$ cat config.mk
export PLATFORM = sky130hd
export DESIGN_NAME = video_texel_to_rgb888
export DESIGN_NICKNAME = d
export VERILOG_FILES = /design/src/design/vtr_pkg.sv /design/src/design/video_texel_to_rgb888.sv /design/src/design/vtr_unpack.sv /design/src/design/vtr_matrix.sv
export SDC_FILE = /design/constraint.sdc
export NUM_CORES = 1
export LEC_CHECK = 0
export ABC_AREA = 1
export BUFFER_PORTS_ARGS = -buffer_cell sky130_fd_sc_hd__buf_2
export CORE_UTILIZATION = 35
export CTS_CLUSTER_DIAMETER = 200
export DETAILED_ROUTE_END_ITERATION = 10
export SLEW_MARGIN = 20
export SYNTH_ARGS = -nofsm -noshare
export SYNTH_HDL_FRONTEND = slang
export SYNTH_HIERARCHICAL = 1
export SYNTH_SLANG_ARGS = --single-unit
$ cat constraint.sdc
create_clock -name i_clk -period 21.4 [get_ports i_clk]
set_input_delay 4.28 -clock i_clk [delete_from_list [all_inputs] [get_ports i_clk]]
set_output_delay 4.28 -clock i_clk [all_outputs]
set_load 0.02 [all_outputs]
$ cat src/design/vtr_pkg.sv
// Shared types and constants for the texel to RGB888 converter.
// No dependencies; imported by every module of the block.
package vtr_pkg;

    localparam int APB_DATA_W = 32;
    localparam int APB_ADDR_W = 3;
    localparam int FMT_W      = 3;
    localparam int SUM_W      = 20;

    localparam logic [0:0] REG_SOURCE_FORMAT = 1'd0;

    localparam logic [FMT_W-1:0] FMT_YUYV     = 3'd0;
    localparam logic [FMT_W-1:0] FMT_UYVY     = 3'd1;
    localparam logic [FMT_W-1:0] FMT_AYUV     = 3'd2;
    localparam logic [FMT_W-1:0] FMT_Y8       = 3'd3;
    localparam logic [FMT_W-1:0] FMT_ARGB8888 = 3'd4;
    localparam logic [FMT_W-1:0] FMT_RGB565   = 3'd5;
    localparam logic [FMT_W-1:0] FMT_ARGB1555 = 3'd6;

    typedef struct packed {
        logic       is_yuv;
        logic [7:0] y;
        logic [7:0] u;
        logic [7:0] v;
        logic [7:0] r;
        logic [7:0] g;
        logic [7:0] b;
    } t_texel;

    typedef struct packed {
        logic [7:0] r;
        logic [7:0] g;
        logic [7:0] b;
    } t_rgb;

    function automatic logic [7:0] clamp_u8(input logic signed [SUM_W-1:0] sum);
        logic [7:0] res;
        if (sum < 0) begin
            res = 8'd0;
        end else if (sum > 20'sd65535) begin
            res = 8'd255;
        end else begin
            res = sum[15:8];
        end
        return res;
    endfunction

endpackage

$ cat src/design/video_texel_to_rgb888.sv
// Texel to RGB888 converter: input register, format unpack and matrix, result register.
// An input transfer enters the input register, then the result register, which drives o_valid.
// Throughput is one texel per cycle while i_stall does not hold the output back.
// Depends on vtr_pkg, vtr_unpack and vtr_matrix.
// Reset (synchronous, active low) empties both stages and sets source_format to YUYV.
module video_texel_to_rgb888
    import vtr_pkg::*;
(
    input  logic                  i_clk,
    input  logic                  i_rst_n,
    input  logic                  psel,
    input  logic                  penable,
    input  logic                  pwrite,
    input  logic [APB_ADDR_W-1:0] paddr,
    input  logic [APB_DATA_W-1:0] pwdata,
    output logic [APB_DATA_W-1:0] prdata,
    output logic                  pready,
    input  logic                  i_valid,
    output logic                  o_stall,
    input  logic [31:0]           i_texel_bytes,
    input  logic                  i_odd_pixel,
    output logic                  o_valid,
    input  logic                  i_stall,
    output logic [7:0]            o_red,
    output logic [7:0]            o_green,
    output logic [7:0]            o_blue
);

    logic [FMT_W-1:0] r_format;
    logic             r_s1_valid, n_s1_valid;
    logic [31:0]      r_s1_bytes;
    logic             r_s1_odd;
    logic             r_s2_valid, n_s2_valid;
    t_rgb             r_s2_rgb;
    logic             cfg_wr, reg_hit, s2_free, in_xfer, s1_move;
    t_texel           texel;
    t_rgb             rgb;

    assign pready  = 1'b1;
    assign reg_hit = (paddr[APB_ADDR_W-1] == REG_SOURCE_FORMAT);
    assign cfg_wr  = psel && penable && pwrite && reg_hit;
    assign prdata  = reg_hit ? {{(APB_DATA_W-FMT_W){1'b0}}, r_format} : '0;

    always_ff @(posedge i_clk) begin
        if (!i_rst_n) begin
            r_format <= FMT_YUYV;
        end else if (cfg_wr) begin
            r_format <= pwdata[FMT_W-1:0];
        end
    end

    assign s2_free    = !r_s2_valid || !i_stall;
    assign o_stall    = r_s1_valid && !s2_free;
    assign in_xfer    = i_valid && !o_stall;
    assign s1_move    = r_s1_valid && s2_free;
    assign n_s1_valid = in_xfer || (r_s1_valid && !s2_free);
    assign n_s2_valid = s1_move || (r_s2_valid && i_stall);

    always_ff @(posedge i_clk) begin
        if (!i_rst_n) begin
            r_s1_valid <= 1'b0;
            r_s2_valid <= 1'b0;
        end else begin
            r_s1_valid <= n_s1_valid;
            r_s2_valid <= n_s2_valid;
        end
    end

    always_ff @(posedge i_clk) begin
        if (in_xfer) begin
            r_s1_bytes <= i_texel_bytes;
            r_s1_odd   <= i_odd_pixel;
        end
        if (s1_move) begin
            r_s2_rgb <= rgb;
        end
    end

    vtr_unpack u_unpack (
        .i_format      (r_format),
        .i_texel_bytes (r_s1_bytes),
        .i_odd_pixel   (r_s1_odd),
        .o_texel       (texel)
    );

    vtr_matrix u_matrix (
        .i_texel (texel),
        .o_rgb   (rgb)
    );

    assign o_valid = r_s2_valid;
    assign o_red   = r_s2_rgb.r;
    assign o_green = r_s2_rgb.g;
    assign o_blue  = r_s2_rgb.b;

endmodule

$ cat src/design/vtr_unpack.sv
// Byte selection for each source format: luma/chroma or repacked RGB.
// Depends on vtr_pkg.
module vtr_unpack
    import vtr_pkg::*;
(
    input  logic [FMT_W-1:0] i_format,
    input  logic [31:0]      i_texel_bytes,
    input  logic             i_odd_pixel,
    output t_texel           o_texel
);

    logic [7:0]  b0, b1, b2, b3;
    logic [15:0] px;

    assign b0 = i_texel_bytes[7:0];
    assign b1 = i_texel_bytes[15:8];
    assign b2 = i_texel_bytes[23:16];
    assign b3 = i_texel_bytes[31:24];
    assign px = {b0, b1};

    always_comb begin
        o_texel = '{is_yuv: 1'b0, y: 8'd0, u: 8'd128, v: 8'd128,
                    r: 8'd0, g: 8'd0, b: 8'd0};
        case (i_format)
            FMT_YUYV: begin
                o_texel.is_yuv = 1'b1;
                o_texel.y      = i_odd_pixel ? b2 : b0;
                o_texel.u      = b1;
                o_texel.v      = b3;
            end
            FMT_UYVY: begin
                o_texel.is_yuv = 1'b1;
                o_texel.y      = i_odd_pixel ? b3 : b1;
                o_texel.u      = b0;
                o_texel.v      = b2;
            end
            FMT_AYUV: begin
                o_texel.is_yuv = 1'b1;
                o_texel.y      = b1;
                o_texel.u      = b2;
                o_texel.v      = b3;
            end
            FMT_Y8: begin
                o_texel.is_yuv = 1'b1;
                o_texel.y      = b0;
            end
            FMT_ARGB8888: begin
                o_texel.r = b1;
                o_texel.g = b2;
                o_texel.b = b3;
            end
            FMT_RGB565: begin
                o_texel.r = {px[15:11], 3'b000};
                o_texel.g = {px[10:5], 2'b00};
                o_texel.b = {px[4:0], 3'b000};
            end
            FMT_ARGB1555: begin
                o_texel.r = {px[14:10], 3'b000};
                o_texel.g = {px[9:5], 3'b000};
                o_texel.b = {px[4:0], 3'b000};
            end
            default: begin
            end
        endcase
    end

endmodule

$ cat src/design/vtr_matrix.sv
// Integer BT.601 YUV to RGB matrix with rounding and clamping.
// Passes repacked RGB through for non-YUV formats. Depends on vtr_pkg.
module vtr_matrix
    import vtr_pkg::*;
(
    input  t_texel i_texel,
    output t_rgb   o_rgb
);

    logic signed [SUM_W-1:0] c, d, e;
    logic signed [SUM_W-1:0] sum_r, sum_g, sum_b;

    always_comb begin
        c = ($signed({12'd0, i_texel.y}) - 20'sd16) * 20'sd298;
        d = $signed({12'd0, i_texel.u}) - 20'sd128;
        e = $signed({12'd0, i_texel.v}) - 20'sd128;
        sum_r = c + 20'sd409 * e + 20'sd128;
        sum_g = c - 20'sd100 * d - 20'sd208 * e + 20'sd128;
        sum_b = c + 20'sd516 * d + 20'sd128;
        if (i_texel.is_yuv) begin
            o_rgb.r = clamp_u8(sum_r);
            o_rgb.g = clamp_u8(sum_g);
            o_rgb.b = clamp_u8(sum_b);
        end else begin
            o_rgb.r = i_texel.r;
            o_rgb.g = i_texel.g;
            o_rgb.b = i_texel.b;
        end
    end

endmodule

# Word level (Yosys, flattened, before mapping)
# Index checks and enable logic that the tools add are counted.
# totals
reg_bits	62
inputBits	75
output_inout_bits	59
elab_cells	64
# classes
addsub	10
mul	5
order_cmp	6
eq_ne	6
mux	13
bitwise	1
n_reduce_logical	15
# op_table
op	n
$pmux W24 S3	1
$mux W8	8
$add A20 B9 Y20 const B	3
$gt A20 B17 Y1 const B	3
$lt A20 B1 Y1 const B	3
$pmux W16 S3	1
$add A20 B20 Y20	2
$sub A20 B20 Y20	2
$pmux W9 S4	1
$mux W24	1
$mul A10 B20 Y20 const A	1
$mul A20 B9 Y19 const B	1
$mul A5 B20 Y16 const A	1
$mul A6 B20 Y18 const A	1
$mul A9 B20 Y18 const A	1
$sub A8 B8 Y9 const B	2
$eq A3 B3 Y1 const B	3
$sub A8 B5 Y9 const B	1
$logic_and A1 B1 Y1	7
$eq A3 B2 Y1 const B	2
$logic_not A1 Y1	4
$eq A3 B1 Y1 const B	1
$logic_not A3 Y1	1
$logic_or A1 B1 Y1	3
other kinds (2)	2

# Depth between registers and ports, before layout
# logic_depth
word_depth	11
mapped_depth	46

# By module
# The synthesis kept the hierarchy.
# modules_own_cells
mod	n_inst	cells_per_inst	area_each_um2	seq_area_each_um2
vtr_matrix	1	1193	8435.6	0.0
video_texel_to_rgb888	1	131	2217.1	1811.7
vtr_unpack	1	285	1196.1	0.0

# Least setup slack after synthesis
# OpenSTA, ideal clock, no wires.
# synth_path
kind	input port to output port
from	input port paddr[2]
to	output port prdata[0]
arrival_time_ps	4573
t_required_ps	17120
setup_slack_ps	12547
cell_stages	1
path_buffers	0
path_cell_list	nor2_1
# synth_between
elab_chain_len	1
# synth_lines
item	line_no	text
start, declared	video_texel_to_rgb888.sv:14	input logic [APB_ADDR_W-1:0] paddr,
$mux W3	video_texel_to_rgb888.sv:42	assign prdata = reg_hit ? {{(APB_DATA_W-FMT_W){1'b0}}, r_format} : '0;
end, declared	video_texel_to_rgb888.sv:16	output logic [APB_DATA_W-1:0] prdata,
# Every way passes these cells.

# Worst setup path in the final report
# layout_path
from	input port i_stall
to	output port o_stall
# layout_between
elab_chain_len	4
# layout_lines
item	line_no	text
start, declared	video_texel_to_rgb888.sv:23	input logic i_stall,
$logic_not A1 Y1	video_texel_to_rgb888.sv:52	assign s2_free = !r_s2_valid || !i_stall;
$logic_or A1 B1 Y1	video_texel_to_rgb888.sv:52	
$logic_not A1 Y1	video_texel_to_rgb888.sv:53	assign o_stall = r_s1_valid && !s2_free;
$logic_and A1 B1 Y1	video_texel_to_rgb888.sv:53	
end, declared	video_texel_to_rgb888.sv:19	output logic o_stall,
# Every way passes these cells.

==> run_results.csv <==
group,metric,value,unit
outcome,status,"finished clean",
routing,antenna_left,0,
layout,fin_nets,2062,
synth,yosys.area.top_type_share,25.13,%
routing,wl,29750,µm
synth,synth_top_cell_by_area,"ha_1",
clock_tree,cts_made_buffers,9,
place,dp_cells,2120,
synth,synth_area,11850,µm²
synth,syn-instance-count,1609,
setup_path,critPathArrivalTime,4720,ps
place,io_buffers,72,
clock_tree,cts_buffer_depth,2,
global_route,antenna_found_initial,0,
timing,hold_viol_final,0,
timing,fmaxAchievable,0.1111,GHz
floorplanning,dieArea,34590,µm²
floorplanning,dieHeight,186.0,µm
routing,post-route-drc-count,0,
clock_tree,worstSkewPairLatency,350,ps
synth,synth-seq-cells,62,
global_route,grt_pass1_vias,9464,
setup_path,start_kind,"primary input",
hold_path,hp-class,"reg -> reg",
setup_path,rr_startpoint,"r_s1_odd",
global_route,met1_usage,23.63,%
setup_path,critPathLaunch,"i_stall",
timing,fin_tns_setup,0,ps
synth,async_flop_share,0,%
layout,fin_cells,2136,
global_route,met2_usage,30.69,%
floorplanning,fp.coreArea,33450,µm²
timing,worst_slew_pin_slew,880.3,ps
synth,synth_top_cells_by_area,"ha_1 25%, edfxtp_1 14%, nand2_1 14%",
clock_tree,ctsResizeCount,0,
global_route,grt_max_degree,34,
timing,period_minus_slack,8997,ps
setup_path,r2r-end,"o_red[6]",
clock_tree,post_cts_buffers,0,
synth,synthAdderAreaFrac,36.28,%
timing,fin_skew,12.08,ps
synth,synth_most_common_cell,"nand2_1",
clock_tree,htree_levels,3,
routing,drt_iter0_markers,412,
timing,finalCritPeriodShare,42.04,%
clock_tree,clk_root_buffer_cell,"clkbuf_16",
floorplanning,initial_core_util,35.42,%
global_route,top_usage_layer,"met2",
timing,slew-limit-headroom,40.69,%
clock_tree,cts_hold_buf,0,
timing,finalSetupViolations,0,
floorplanning,die_x,186.0,µm
synth,synth_top_family_by_area,"adder cells",
layout,drive_gt1_share,8.709,%
run,maxCapViolations,0,
synth,synth_simple_gate_area_share,24.33,%
synth,synth_common_cells,"454 x nand2_1, 310 x inv_1, 238 x ha_1, 104 x nor2_1, 73 x nand3_1",
routing,via_per_inst,4.631,
global_route,grt_use_met3,1.624,%
global_route,grt_overflow,0,
global_route,grt_pass1_wl,47820,µm
setup_path,r2r_slack,12430,ps
clock_tree,cts_tree,"done",
setup_path,rr_worst_depth,38,
timing,grt_setup_unrepaired,"no",
place,dp_hpwl,25820,µm
synth,yosys_warnings,6,
global_route,track_usage,17.89,%
synth,synth-xor-area-share,4.879,%
floorplanning,num_rows,67,
synth,ys_types,47,
synth,synthMuxAreaShare,0,%
routing,drt_first_pass_iters,6,
layout,diodes,0,
synth,ys_seq_area_share,15.29,%
setup_path,crit_type,"in -> out",
routing,vias,9892,
timing,final_max_slew_viol_count,0,
synth,ys.flop_type,"edfxtp_1",
synth,synth_compound_area_share,6.378,%
setup_path,cp-endpoint,"o_stall",
layout,area_delta_synth_final,9.102,%
floorplanning,ioPinCount,134,
synth,avgSynthCellArea,7.364,µm²
setup_path,worstPathRequired,17120,ps
clock_tree,cts.sinks,62,
setup_path,end_kind,"primary output",
synth,synth_edf_count,57,
clock_tree,clk_pin_slew,50,ps
setup_path,worstPathMaxFanout,3,
routing,post_drt_wl_per_cell,13.93,µm
place,gp_congestion,0.8955,
## flip-flops by register name, indices dropped and copies added, names as in the netlist
register	flops
r_s1_bytes	32
o_blue	8
o_green	8
o_red	8
r_format	3
o_valid	1
r_s1_odd	1
r_s1_valid	1
## per-layer routing
metal / wire length [µm] / up-vias
met4: 745 / 0
li1: - / 5144
met1: 14030 / 4542
met3: 984 / 33
met2: 13990 / 173
met5: 0 / -
## cells in the final DEF, fill, tap and decap left out, types with 16 or more instances in the layout
| cell type | netlist | final |
|---|---|---|
| nand2_1 | 454 | 454 |
| inv_1 | 310 | 309 |
| ha_1 | 238 | 238 |
| nor2_1 | 104 | 104 |
| nand3_1 | 73 | 73 |
| buf_2 | 5 | 72 |
| fa_1 | 66 | 66 |
| a21oi_1 | 66 | 65 |
| edfxtp_1 | 57 | 57 |
| xor2_1 | 41 | 41 |
| conb_1 | 2 | 30 |
| xnor2_1 | 25 | 25 |
| o21ai_0 | 16 | 16 |
## cells by family after synthesis
kind of cell | after synthesis
AOI/OAI and AO/OA | 126
xor gates and xnor gates | 66
adders and majority gates | 304
buffers and inverters | 363
DFF | 62
other | 2
and+or+nand+nor | 686
## stage by stage
stage	utilization (%)	hold slack [ps]	setup WS [ps]	area, µm²
floorplan	-	458.4	12550	11950
global placement	37.71	489.6	12400	12610
detailed placement	37.71	524.0	12410	12610
CTS	38.65	524.3	12400	12930
global route	38.65	544.0	11850	12930
finish	38.65	513.4	12400	12930
## critical path: stages
cell and delay (ps):
buf_2 100, nand3_1 90, inv_1 80, buf_2 160
## worst min path at each step
stage	startpoint	endpoint	slack (ps)	cells after the start
2_1_floorplan	r_s1_valid	o_valid	460	2
3_3_place_gp	r_s1_valid	o_valid	490	2
3_5_place_dp	o_valid	o_valid	520	2
4_1_cts	r_s1_valid	o_valid	520	2
5_1_grt	r_s1_valid	o_valid	540	2
6_report	r_s1_valid	o_valid	510	2
## cell type report
class | instances | area, µm²
fillers | 3518 | 20520
repair buffers | 78 | 405.4
clock buffers | 9 | 225.2
clock inverters | 7 | 88.84
flip-flops and latches | 62 | 1812
multi-input cells | 1212 | 8632
well taps | 448 | 560.5
inverters | 320 | 1204
Power is not shown: default switching activity piles up to over one toggle a cycle in this logic, so the estimate is an artifact.
